### src/hw/rtl/pvmt_pkg.sv
// Shared types, codes and reset constants of the priority velocity mux.
package pvmt_pkg;

  localparam int unsigned NumAxes    = 6;
  localparam int unsigned VelW       = 16;
  localparam int unsigned TimeW      = 32;
  localparam int unsigned DeadbandW  = 15;
  localparam int unsigned TimeoutW   = 16;
  localparam int unsigned CfgIndexW  = 8;
  localparam int unsigned CfgDataW   = 16;
  localparam int unsigned QueueDepth = 4;

  // Axis positions inside a velocity vector.
  localparam int unsigned AxisLinX = 0;
  localparam int unsigned AxisLinY = 1;
  localparam int unsigned AxisAngZ = 5;

  localparam logic [DeadbandW-1:0] DeadbandReset = DeadbandW'(205);
  localparam logic [TimeoutW-1:0]  TimeoutReset  = TimeoutW'(500);

  typedef enum logic [1:0] {
    ActManual = 2'd0,
    ActAuto   = 2'd1,
    ActTick   = 2'd2
  } action_e;

  typedef enum logic [1:0] {
    SrcNone   = 2'd0,
    SrcManual = 2'd1,
    SrcAuto   = 2'd2
  } source_e;

  typedef enum logic [CfgIndexW-1:0] {
    CfgDeadband = 8'd0,
    CfgTimeout  = 8'd1
  } cfg_index_e;

  typedef logic signed [VelW-1:0] vel_t;
  typedef vel_t [NumAxes-1:0]     vel_vec_t;

  // One classified item as it travels from the front to the back.
  typedef struct packed {
    action_e            action;
    logic [TimeW-1:0]   time_ms;
    vel_vec_t           vel;
    logic               active;
  } entry_t;

  // Queue status seen by the front and the back.
  typedef struct packed {
    logic full;
    logic valid;
  } queue_status_t;

endpackage

### src/hw/rtl/pvmt_front.sv
// Front end: accepts input transactions, decodes the action and flags manual activity.
module pvmt_front (
  input  logic                            s_axis_tvalid,
  output logic                            s_axis_tready,
  input  logic [127:0]                    s_axis_tdata,  // time_ms, lin_x, lin_y, lin_z,
                                                         // ang_x, ang_y, ang_z
  input  logic [1:0]                      s_axis_tuser,  // action
  input  logic [pvmt_pkg::DeadbandW-1:0]  deadband_i,
  input  pvmt_pkg::queue_status_t         q_status_i,
  output logic                            push_o,
  output pvmt_pkg::entry_t                entry_o
);
  import pvmt_pkg::*;

  vel_vec_t vel;
  logic     known_action;

  // Strictly greater than the deadband; the most negative value always counts.
  function automatic logic exceeds(vel_t v, logic [DeadbandW-1:0] db);
    logic signed [VelW:0] ext;
    logic signed [VelW:0] mag;
    ext = {v[VelW-1], v};
    mag = ext[VelW] ? -ext : ext;
    return mag > $signed({2'b00, db});
  endfunction

  assign vel = s_axis_tdata[TimeW +: NumAxes*VelW];

  always_comb begin
    case (s_axis_tuser)
      ActManual, ActAuto, ActTick: known_action = 1'b1;
      default:                     known_action = 1'b0;
    endcase
  end

  assign s_axis_tready = !q_status_i.full;
  // Drop the unused action code after the handshake.
  assign push_o        = s_axis_tvalid && !q_status_i.full && known_action;

  assign entry_o.action  = action_e'(s_axis_tuser);
  assign entry_o.time_ms = s_axis_tdata[TimeW-1:0];
  assign entry_o.vel     = vel;
  assign entry_o.active  = exceeds(vel[AxisLinX], deadband_i) ||
                           exceeds(vel[AxisLinY], deadband_i) ||
                           exceeds(vel[AxisAngZ], deadband_i);

endmodule

### src/hw/rtl/pvmt_queue.sv
// Short register queue between the front end and the back end.
module pvmt_queue #(
  parameter int unsigned Depth = pvmt_pkg::QueueDepth
) (
  input  logic                    clk_i,
  input  logic                    rst_ni,
  input  logic                    push_i,
  input  pvmt_pkg::entry_t        entry_i,
  input  logic                    pop_i,
  output pvmt_pkg::queue_status_t status_o,
  output pvmt_pkg::entry_t        head_o
);
  import pvmt_pkg::*;

  localparam int unsigned PtrW = (Depth > 1) ? $clog2(Depth) : 1;
  localparam int unsigned CntW = $clog2(Depth + 1);
  localparam logic [PtrW-1:0] LastPtr = PtrW'(Depth - 1);
  localparam logic [CntW-1:0] FullCnt = CntW'(Depth);

  entry_t          store_q [Depth];
  logic [PtrW-1:0] wr_ptr_q, wr_ptr_d;
  logic [PtrW-1:0] rd_ptr_q, rd_ptr_d;
  logic [CntW-1:0] count_q, count_d;
  logic            do_push, do_pop;

  assign do_push = push_i && (count_q != FullCnt);
  assign do_pop  = pop_i && (count_q != '0);

  always_comb begin
    wr_ptr_d = wr_ptr_q;
    rd_ptr_d = rd_ptr_q;
    count_d  = count_q;
    if (do_push) begin
      wr_ptr_d = (wr_ptr_q == LastPtr) ? '0 : wr_ptr_q + 1'b1;
    end
    if (do_pop) begin
      rd_ptr_d = (rd_ptr_q == LastPtr) ? '0 : rd_ptr_q + 1'b1;
    end
    case ({do_push, do_pop})
      2'b10:   count_d = count_q + 1'b1;
      2'b01:   count_d = count_q - 1'b1;
      default: count_d = count_q;
    endcase
  end

  always_ff @(posedge clk_i or negedge rst_ni) begin
    if (!rst_ni) begin
      wr_ptr_q <= '0;
      rd_ptr_q <= '0;
      count_q  <= '0;
    end else begin
      wr_ptr_q <= wr_ptr_d;
      rd_ptr_q <= rd_ptr_d;
      count_q  <= count_d;
    end
  end

  always_ff @(posedge clk_i) begin
    if (do_push) begin
      store_q[wr_ptr_q] <= entry_i;
    end
  end

  assign status_o.full  = (count_q == FullCnt);
  assign status_o.valid = (count_q != '0);
  assign head_o         = store_q[rd_ptr_q];

endmodule

### src/hw/rtl/pvmt_back.sv
// Back end: applies commands to the source state and turns ticks into result transactions.
module pvmt_back (
  input  logic                           clk_i,
  input  logic                           rst_ni,
  input  logic [pvmt_pkg::TimeoutW-1:0]  timeout_ms_i,
  input  pvmt_pkg::queue_status_t        q_status_i,
  input  pvmt_pkg::entry_t               head_i,
  output logic                           pop_o,
  output logic                           m_axis_tvalid,
  input  logic                           m_axis_tready,
  output logic [95:0]                    m_axis_tdata,  // out_lin_x, out_lin_y, out_lin_z,
                                                        // out_ang_x, out_ang_y, out_ang_z
  output logic [2:0]                     m_axis_tuser   // source, source_changed
);
  import pvmt_pkg::*;

  vel_vec_t         manual_vel_q, auto_vel_q;
  logic             manual_seen_q, auto_seen_q;
  logic             manual_mode_q, manual_mode_d;
  logic [TimeW-1:0] last_act_q;
  source_e          cur_src_q;

  logic             out_valid_q;
  vel_vec_t         out_vel_q;
  source_e          out_src_q;
  logic             out_changed_q;

  logic [TimeW-1:0] elapsed;
  logic             mode_kept;
  source_e          src;
  logic             changed, emit;
  logic             out_free;
  logic             is_tick, is_manual, is_auto;
  vel_vec_t         sel_vel;

  assign is_tick   = (head_i.action == ActTick);
  assign is_manual = (head_i.action == ActManual);
  assign is_auto   = (head_i.action == ActAuto);

  // A tick needs room in the output register; commands never wait.
  assign out_free = !out_valid_q || m_axis_tready;
  assign pop_o    = q_status_i.valid && (!is_tick || out_free);

  assign elapsed   = head_i.time_ms - last_act_q;
  assign mode_kept = manual_mode_q && !(elapsed > {{(TimeW-TimeoutW){1'b0}}, timeout_ms_i});

  always_comb begin
    if (mode_kept && manual_seen_q) begin
      src = SrcManual;
    end else if (auto_seen_q) begin
      src = SrcAuto;
    end else begin
      src = SrcNone;
    end
    case (src)
      SrcManual: sel_vel = manual_vel_q;
      SrcAuto:   sel_vel = auto_vel_q;
      default:   sel_vel = '0;
    endcase
  end

  assign changed = (src != cur_src_q);
  assign emit    = changed || (src != SrcNone);

  always_comb begin
    manual_mode_d = manual_mode_q;
    if (pop_o && is_tick) begin
      manual_mode_d = mode_kept;
    end else if (pop_o && is_manual && head_i.active) begin
      manual_mode_d = 1'b1;
    end
  end

  always_ff @(posedge clk_i or negedge rst_ni) begin
    if (!rst_ni) begin
      manual_seen_q <= 1'b0;
      auto_seen_q   <= 1'b0;
      manual_mode_q <= 1'b0;
      last_act_q    <= '0;
      cur_src_q     <= SrcNone;
      out_valid_q   <= 1'b0;
    end else begin
      manual_mode_q <= manual_mode_d;
      if (pop_o && is_manual) begin
        manual_seen_q <= 1'b1;
        if (head_i.active) begin
          last_act_q <= head_i.time_ms;
        end
      end
      if (pop_o && is_auto) begin
        auto_seen_q <= 1'b1;
      end
      if (pop_o && is_tick && emit) begin
        cur_src_q   <= src;
        out_valid_q <= 1'b1;
      end else if (m_axis_tready) begin
        out_valid_q <= 1'b0;
      end
    end
  end

  always_ff @(posedge clk_i) begin
    if (pop_o && is_manual) begin
      manual_vel_q <= head_i.vel;
    end
    if (pop_o && is_auto) begin
      auto_vel_q <= head_i.vel;
    end
    if (pop_o && is_tick && emit) begin
      out_vel_q     <= sel_vel;
      out_src_q     <= src;
      out_changed_q <= changed;
    end
  end

  assign m_axis_tvalid = out_valid_q;
  assign m_axis_tdata  = out_vel_q;
  assign m_axis_tuser  = {out_changed_q, out_src_q};

endmodule

### src/hw/rtl/priority_velocity_mux_timeout_core.sv
// Top level of the two-source velocity command mux with manual timeout.
//
//  Channel  Dir  Handshake                   Payload
//  s_axis   in   s_axis_tvalid/tready        tdata: time_ms, lin_x..ang_z; tuser: action
//  m_axis   out  m_axis_tvalid/tready        tdata: out_lin_x..out_ang_z;
//                                            tuser: source, source_changed
//  cfg      in   cfg_valid_i/cfg_ready_o     cfg_index_i, cfg_data_i
//
// One s_axis transaction per cycle while the queue has room; the back end drains
// one entry per cycle, while a tick waits for room in the output register. A tick
// enters the queue at its accepting edge; its result, if any, is registered when popped.
// Reset clears the queue and the mode and source state, and restores the default deadband and timeout.
// A stalled m_axis holds a tick at the queue head; commands behind it wait,
// and s_axis stalls once the queue is full.
module priority_velocity_mux_timeout_core #(
  parameter int unsigned QueueDepth = pvmt_pkg::QueueDepth
) (
  input  logic                           clk_i,
  input  logic                           rst_ni,
  // Input stream
  input  logic                           s_axis_tvalid,
  output logic                           s_axis_tready,
  input  logic [127:0]                   s_axis_tdata,  // time_ms, lin_x, lin_y, lin_z,
                                                        // ang_x, ang_y, ang_z
  input  logic [1:0]                     s_axis_tuser,  // action
  // Output stream
  output logic                           m_axis_tvalid,
  input  logic                           m_axis_tready,
  output logic [95:0]                    m_axis_tdata,  // out_lin_x, out_lin_y, out_lin_z,
                                                        // out_ang_x, out_ang_y, out_ang_z
  output logic [2:0]                     m_axis_tuser,  // source, source_changed
  // Configuration writes
  input  logic                           cfg_valid_i,
  output logic                           cfg_ready_o,
  input  logic [pvmt_pkg::CfgIndexW-1:0] cfg_index_i,
  input  logic [pvmt_pkg::CfgDataW-1:0]  cfg_data_i
);
  import pvmt_pkg::*;

  logic [DeadbandW-1:0] deadband_q;
  logic [TimeoutW-1:0]  timeout_q;

  queue_status_t q_status;
  logic          push, pop;
  entry_t        push_entry, head_entry;

  // Configuration registers accept a write every cycle; unknown indexes drop.
  assign cfg_ready_o = 1'b1;

  always_ff @(posedge clk_i or negedge rst_ni) begin
    if (!rst_ni) begin
      deadband_q <= DeadbandReset;
      timeout_q  <= TimeoutReset;
    end else if (cfg_valid_i) begin
      case (cfg_index_i)
        CfgDeadband: deadband_q <= cfg_data_i[DeadbandW-1:0];
        CfgTimeout:  timeout_q  <= cfg_data_i[TimeoutW-1:0];
        default:     ;
      endcase
    end
  end

  // Decode and classify each input transaction.
  pvmt_front u_front (
    .s_axis_tvalid (s_axis_tvalid),
    .s_axis_tready (s_axis_tready),
    .s_axis_tdata  (s_axis_tdata),
    .s_axis_tuser  (s_axis_tuser),
    .deadband_i    (deadband_q),
    .q_status_i    (q_status),
    .push_o        (push),
    .entry_o       (push_entry)
  );

  // Decouple the input side from output back-pressure.
  pvmt_queue #(
    .Depth (QueueDepth)
  ) u_queue (
    .clk_i    (clk_i),
    .rst_ni   (rst_ni),
    .push_i   (push),
    .entry_i  (push_entry),
    .pop_i    (pop),
    .status_o (q_status),
    .head_o   (head_entry)
  );

  // Apply commands, arbitrate on ticks and register the result.
  pvmt_back u_back (
    .clk_i         (clk_i),
    .rst_ni        (rst_ni),
    .timeout_ms_i  (timeout_q),
    .q_status_i    (q_status),
    .head_i        (head_entry),
    .pop_o         (pop),
    .m_axis_tvalid (m_axis_tvalid),
    .m_axis_tready (m_axis_tready),
    .m_axis_tdata  (m_axis_tdata),
    .m_axis_tuser  (m_axis_tuser)
  );

endmodule

### config.mk
export PLATFORM = sky130hd
export DESIGN_NAME = priority_velocity_mux_timeout_core
export DESIGN_NICKNAME = d
export VERILOG_FILES = /design/src/hw/rtl/pvmt_pkg.sv /design/src/hw/rtl/pvmt_front.sv /design/src/hw/rtl/pvmt_queue.sv /design/src/hw/rtl/pvmt_back.sv /design/src/hw/rtl/priority_velocity_mux_timeout_core.sv
export SDC_FILE = /design/constraint.sdc
export NUM_CORES = 1
export LEC_CHECK = 0
export BUFFER_PORTS_ARGS = -buffer_cell sky130_fd_sc_hd__buf_2
export CORE_AREA = 8 8 281 283
export DETAILED_ROUTE_END_ITERATION = 8
export DIE_AREA = 0 0 289 291
export PLACE_DENSITY = 0.79
export SLEW_MARGIN = 15
export SYNTH_ARGS = -nofsm -noshare
export SYNTH_HDL_FRONTEND = slang
export SYNTH_SLANG_ARGS = --single-unit
### constraint.sdc
create_clock -name clk_i -period 10.49 [get_ports clk_i]
set_clock_uncertainty 0.2 [all_clocks]
set_input_delay 1.049 -clock clk_i [delete_from_list [all_inputs] [get_ports clk_i]]
set_output_delay 1.049 -clock clk_i [all_outputs]
set_load 0.1 [all_outputs]
==> impl_metrics.toml <==
[floorplanning]
dieWidth_um = 289
start_util_pct = 49.28
num_io_pins = 261
fp.dieH_um = 291
die_area_sq_mm = 0.08410
row_count = 101
coreArea_sq_mm = 0.07481

[logic_synthesis]
syn-cell-area_sq_mm = 0.03687
yosysWarnings = 0
synth_ff_type = "edfxtp_1"
synth_area_leaders = "edfxtp_1, mux4_2, dfrtp_1, ha_1, mux2i_1"
synth_compound_area_share_pct = 4.340
synth_top_family_by_area = "multiplexers"
yosysSeqAreaShare_pct = 71.57
synth.area.mux_share_pct = 11.42
yosysTopAreaCell = "edfxtp_1"
synth_adder_area_share_pct = 3.604
synth-async-reset-ratio_pct = 8.530
syn-num-nets = 2467
synth_simple_gate_area_share_pct = 4.778
synth-edff-count = 815
syn_inst = 2203
synth-seq-cells = 891
ys_types = 72
synth.top_cell.area_share_pct = 66.38
synthXorXnorAreaFrac_pct = 1.446
yosysMostFrequentCell = "edfxtp_1"
synth_area_per_cell_sq_um = 16.74
ys_top_cells_by_count = "edfxtp_1, nand2_1, inv_1, mux4_2, ha_1"

[sta]
rsz0062_at_grt = "false"
min_period_ns = 8.036
setup_tns_ns = 0
fin_crit_sh_pct = 76.61
whs_ns = 0.1694
hold_violations = 0
worst-slew-pin-transition_ns = 0.9762
drv_slew = 0
fmax_mhz = 124.4
setup_viol = 0
relSlewSlack_pct = 34.92

[pwr]
switchingPower_mw = 5.476
pwr-share-seq_pct = 39.2
swShare_pct = 38.85
p_per_area_mw_per_mm2 = 334.2
internal-power_mw = 8.621
p_clk_share_pct = 21.9
p_leak_nw = 16.11
finalPower_mw = 14.10
max-vdd-ir-drop_uv = 237.1
p_comb_share_pct = 38.9

[layout]
postLayoutCoreUtil_pct = 56.38
syn2layout_area_growth_pct = 14.41
fillers = 5637
nets = 2761
drive_gt1_share_pct = 22.94

[critical_path]
required_ns = 10.55
arrival_ns = 8.10
crit_type = "reg2reg"
reg2reg_setup_slack_ns = 2.45
r2r-end = "u_back.m_axis_tdata[57]$_DFFE_PP_"
reg2regPathDepth = 23
start_kind = "register"
worstReg2RegStart = "u_queue.rd_ptr_q[0]$_DFFE_PN0P_"
worstPathMaxFanout = 102
endpoint_kind = "register"

[placed_design]
dpl.hpwl_mm = 51.64
portBuffers = 259
place_congestion = 0.8782

[clocking]
postCtsSetupBuffers = 0
cts_hold_buf = 0
cts_tree = "built"
cts_made_buffers = 89
clk_pin_slew_ns = 0.06
clock-root-buffer = "clkbuf_16"
clock_sinks = 891
cts_resized = 0
clkLatencyLatePin_ns = 0.65
htree_num_levels = 3
cts_buffer_depth = 3

[grt]
grt_pass1_wl_mm = 121.2
global_route.overflow_total = 0
grt_max_degree = 103
grt.total_usage_pct = 18.70
grt_antenna_before_repair = 23
grt_pass1_vias = 20950

[drt]
drtIter0Drc = 1387
wl_mm = 79.48
postRouteAntennaNets = 0
first_pass_iters = 5
vias = 19990
vias_per_cell = 5.603
wl_per_cell_um = 22.28
route.detailed.drc = 0

[status]
status = "completed"

[worst_hold_path]
hold_class = "in2async"

[flow_run]
drv_cap = 0
-- cells in the final DEF, fill, tap and decap left out, types with 17 or more instances in the layout --
cell       netlist  layout
buf_4            3      22
mux4_2         131     131
nor3_1          18      17
dfrtp_1         65      62
o21ai_0         81      81
a21o_1          19      19
nor2_1          35      35
clkbuf_16        0      89
ha_1           103     103
inv_1          176     176
a21oi_1         62      61
buf_2           12     258
xnor2_1         49      49
mux2i_1        100     100
diode_2          0      22
nand4_1         23      23
clkbuf_1        44      23
nand2_1        205     205
edfxtp_1       815     815
mux2_2          21      21
-- sequential cells by signal (all words and copies together), names as in the netlist --
signal / count
u_back.auto_seen_q: 1
u_queue.store_q: 524
u_back.manual_mode_q: 1
u_back.manual_seen_q: 1
u_back.auto_vel_q: 96
u_back.cur_src_q: 2
u_back.manual_vel_q: 96
u_back.m_axis_tvalid: 1
u_back.last_act_q: 32
timeout_q: 16
u_back.out_src_q: 2
deadband_q: 15
u_queue.wr_ptr_q: 2
u_queue.rd_ptr_q: 2
u_back.out_changed_q: 1
u_back.m_axis_tdata: 96
u_queue.count_q: 3
-- per-stage QoR --
step | cells | worst slack, ns | cell area (sq um)
CTS | 3546 | 2.433 | 42130
detailed placement | 3384 | 2.484 | 39270
finish | 3568 | 2.454 | 42180
global route | 3558 | 1.917 | 42160
floorplan | 2203 | 1.240 | 36870
global placement | 3384 | 2.572 | 39270
-- layer usage --
layer / vias up / wire length [um] / track usage, %
li1: 9046 / - / -
met1: 10180 / 31250 / 22.97
met2: 617 / 41120 / 32.71
met3: 141 / 4806 / 3.478
met4: 4 / 2293 / 6.919
met5: - / 20 / 0
-- worst max-delay path, stage by stage (launching register included) --
cell and delay, ns:
dfrtp_4 0.86, mux4_2 0.37, inv_1 0.05, ha_1 0.21
fa_1 0.40, nand2b_1 0.19, a21oi_1 0.25, nor2_1 0.11
o21ai_0 0.32, a21o_1 0.19, a21oi_1 0.09, xnor2_1 0.15
ha_1 0.31, a21o_1 0.16, a2111oi_0 0.46, nor3_1 0.10
o31a_1 0.34, a41o_1 0.22, a2111o_1 0.34, nor4_1 0.35
o2111ai_4 0.19, buf_12 0.35, a21oi_4 0.72, buf_12 0.41
-- layout make-up --
type	instances	area (sq um)	area share [%]
inverters	176	660.6	1.566
clock inverters	48	518.0	1.228
multi-input cells	1057	9487	22.49
flip-flops and latches	891	26400	62.59
diodes	22	55.05	0.1305
repair buffers	282	1496	3.548
clock buffers	114	2341	5.550
well taps	978	1224	2.901
-- how the worst max path moves through the flow --
stage	from	to	slack, ns	cells past startpoint
after floorplan	u_queue.rd_ptr_q[0]$_DFFE_PN0P_	u_back.last_act_q[10]$_DFFE_PN0P_	1.24	8
after global placement	u_queue.rd_ptr_q[0]$_DFFE_PN0P_	u_back.m_axis_tdata[42]$_DFFE_PP_	2.57	23
after detailed placement	u_queue.rd_ptr_q[0]$_DFFE_PN0P_	u_back.m_axis_tdata[36]$_DFFE_PP_	2.48	23
after CTS	u_queue.rd_ptr_q[0]$_DFFE_PN0P_	u_back.m_axis_tdata[64]$_DFFE_PP_	2.43	23
after global routing	u_queue.rd_ptr_q[0]$_DFFE_PN0P_	u_back.m_axis_tdata[57]$_DFFE_PP_	1.92	23
final	u_queue.rd_ptr_q[0]$_DFFE_PN0P_	u_back.m_axis_tdata[57]$_DFFE_PP_	2.45	23
-- power groups by stage --
stage,registers (mW),logic (mW),clock network (mW)
2_1_floorplan,6.80,2.97,0
3_3_place_gp,5.55,5.37,0
3_5_place_dp,5.61,5.49,0
4_1_cts,5.55,5.53,3.15
5_1_grt,5.61,5.92,3.29
6_report,5.53,5.48,3.08
-- kinds of logic (layout without fill, tap and decap cells) --
group | count (synthesis) | count (layout)
adder cells (fa/ha/maj) | 105 | 105
AND/OR/NAND/NOR | 378 | 378
buffers and inverters | 255 | 620
flip-flops | 891 | 891
AO/OA/AOI/OAI | 259 | 259
multiplexers | 254 | 254
other | 1 | 23
XOR/XNOR | 60 | 60
No activity file was read; power rests on OpenSTA's default activity.
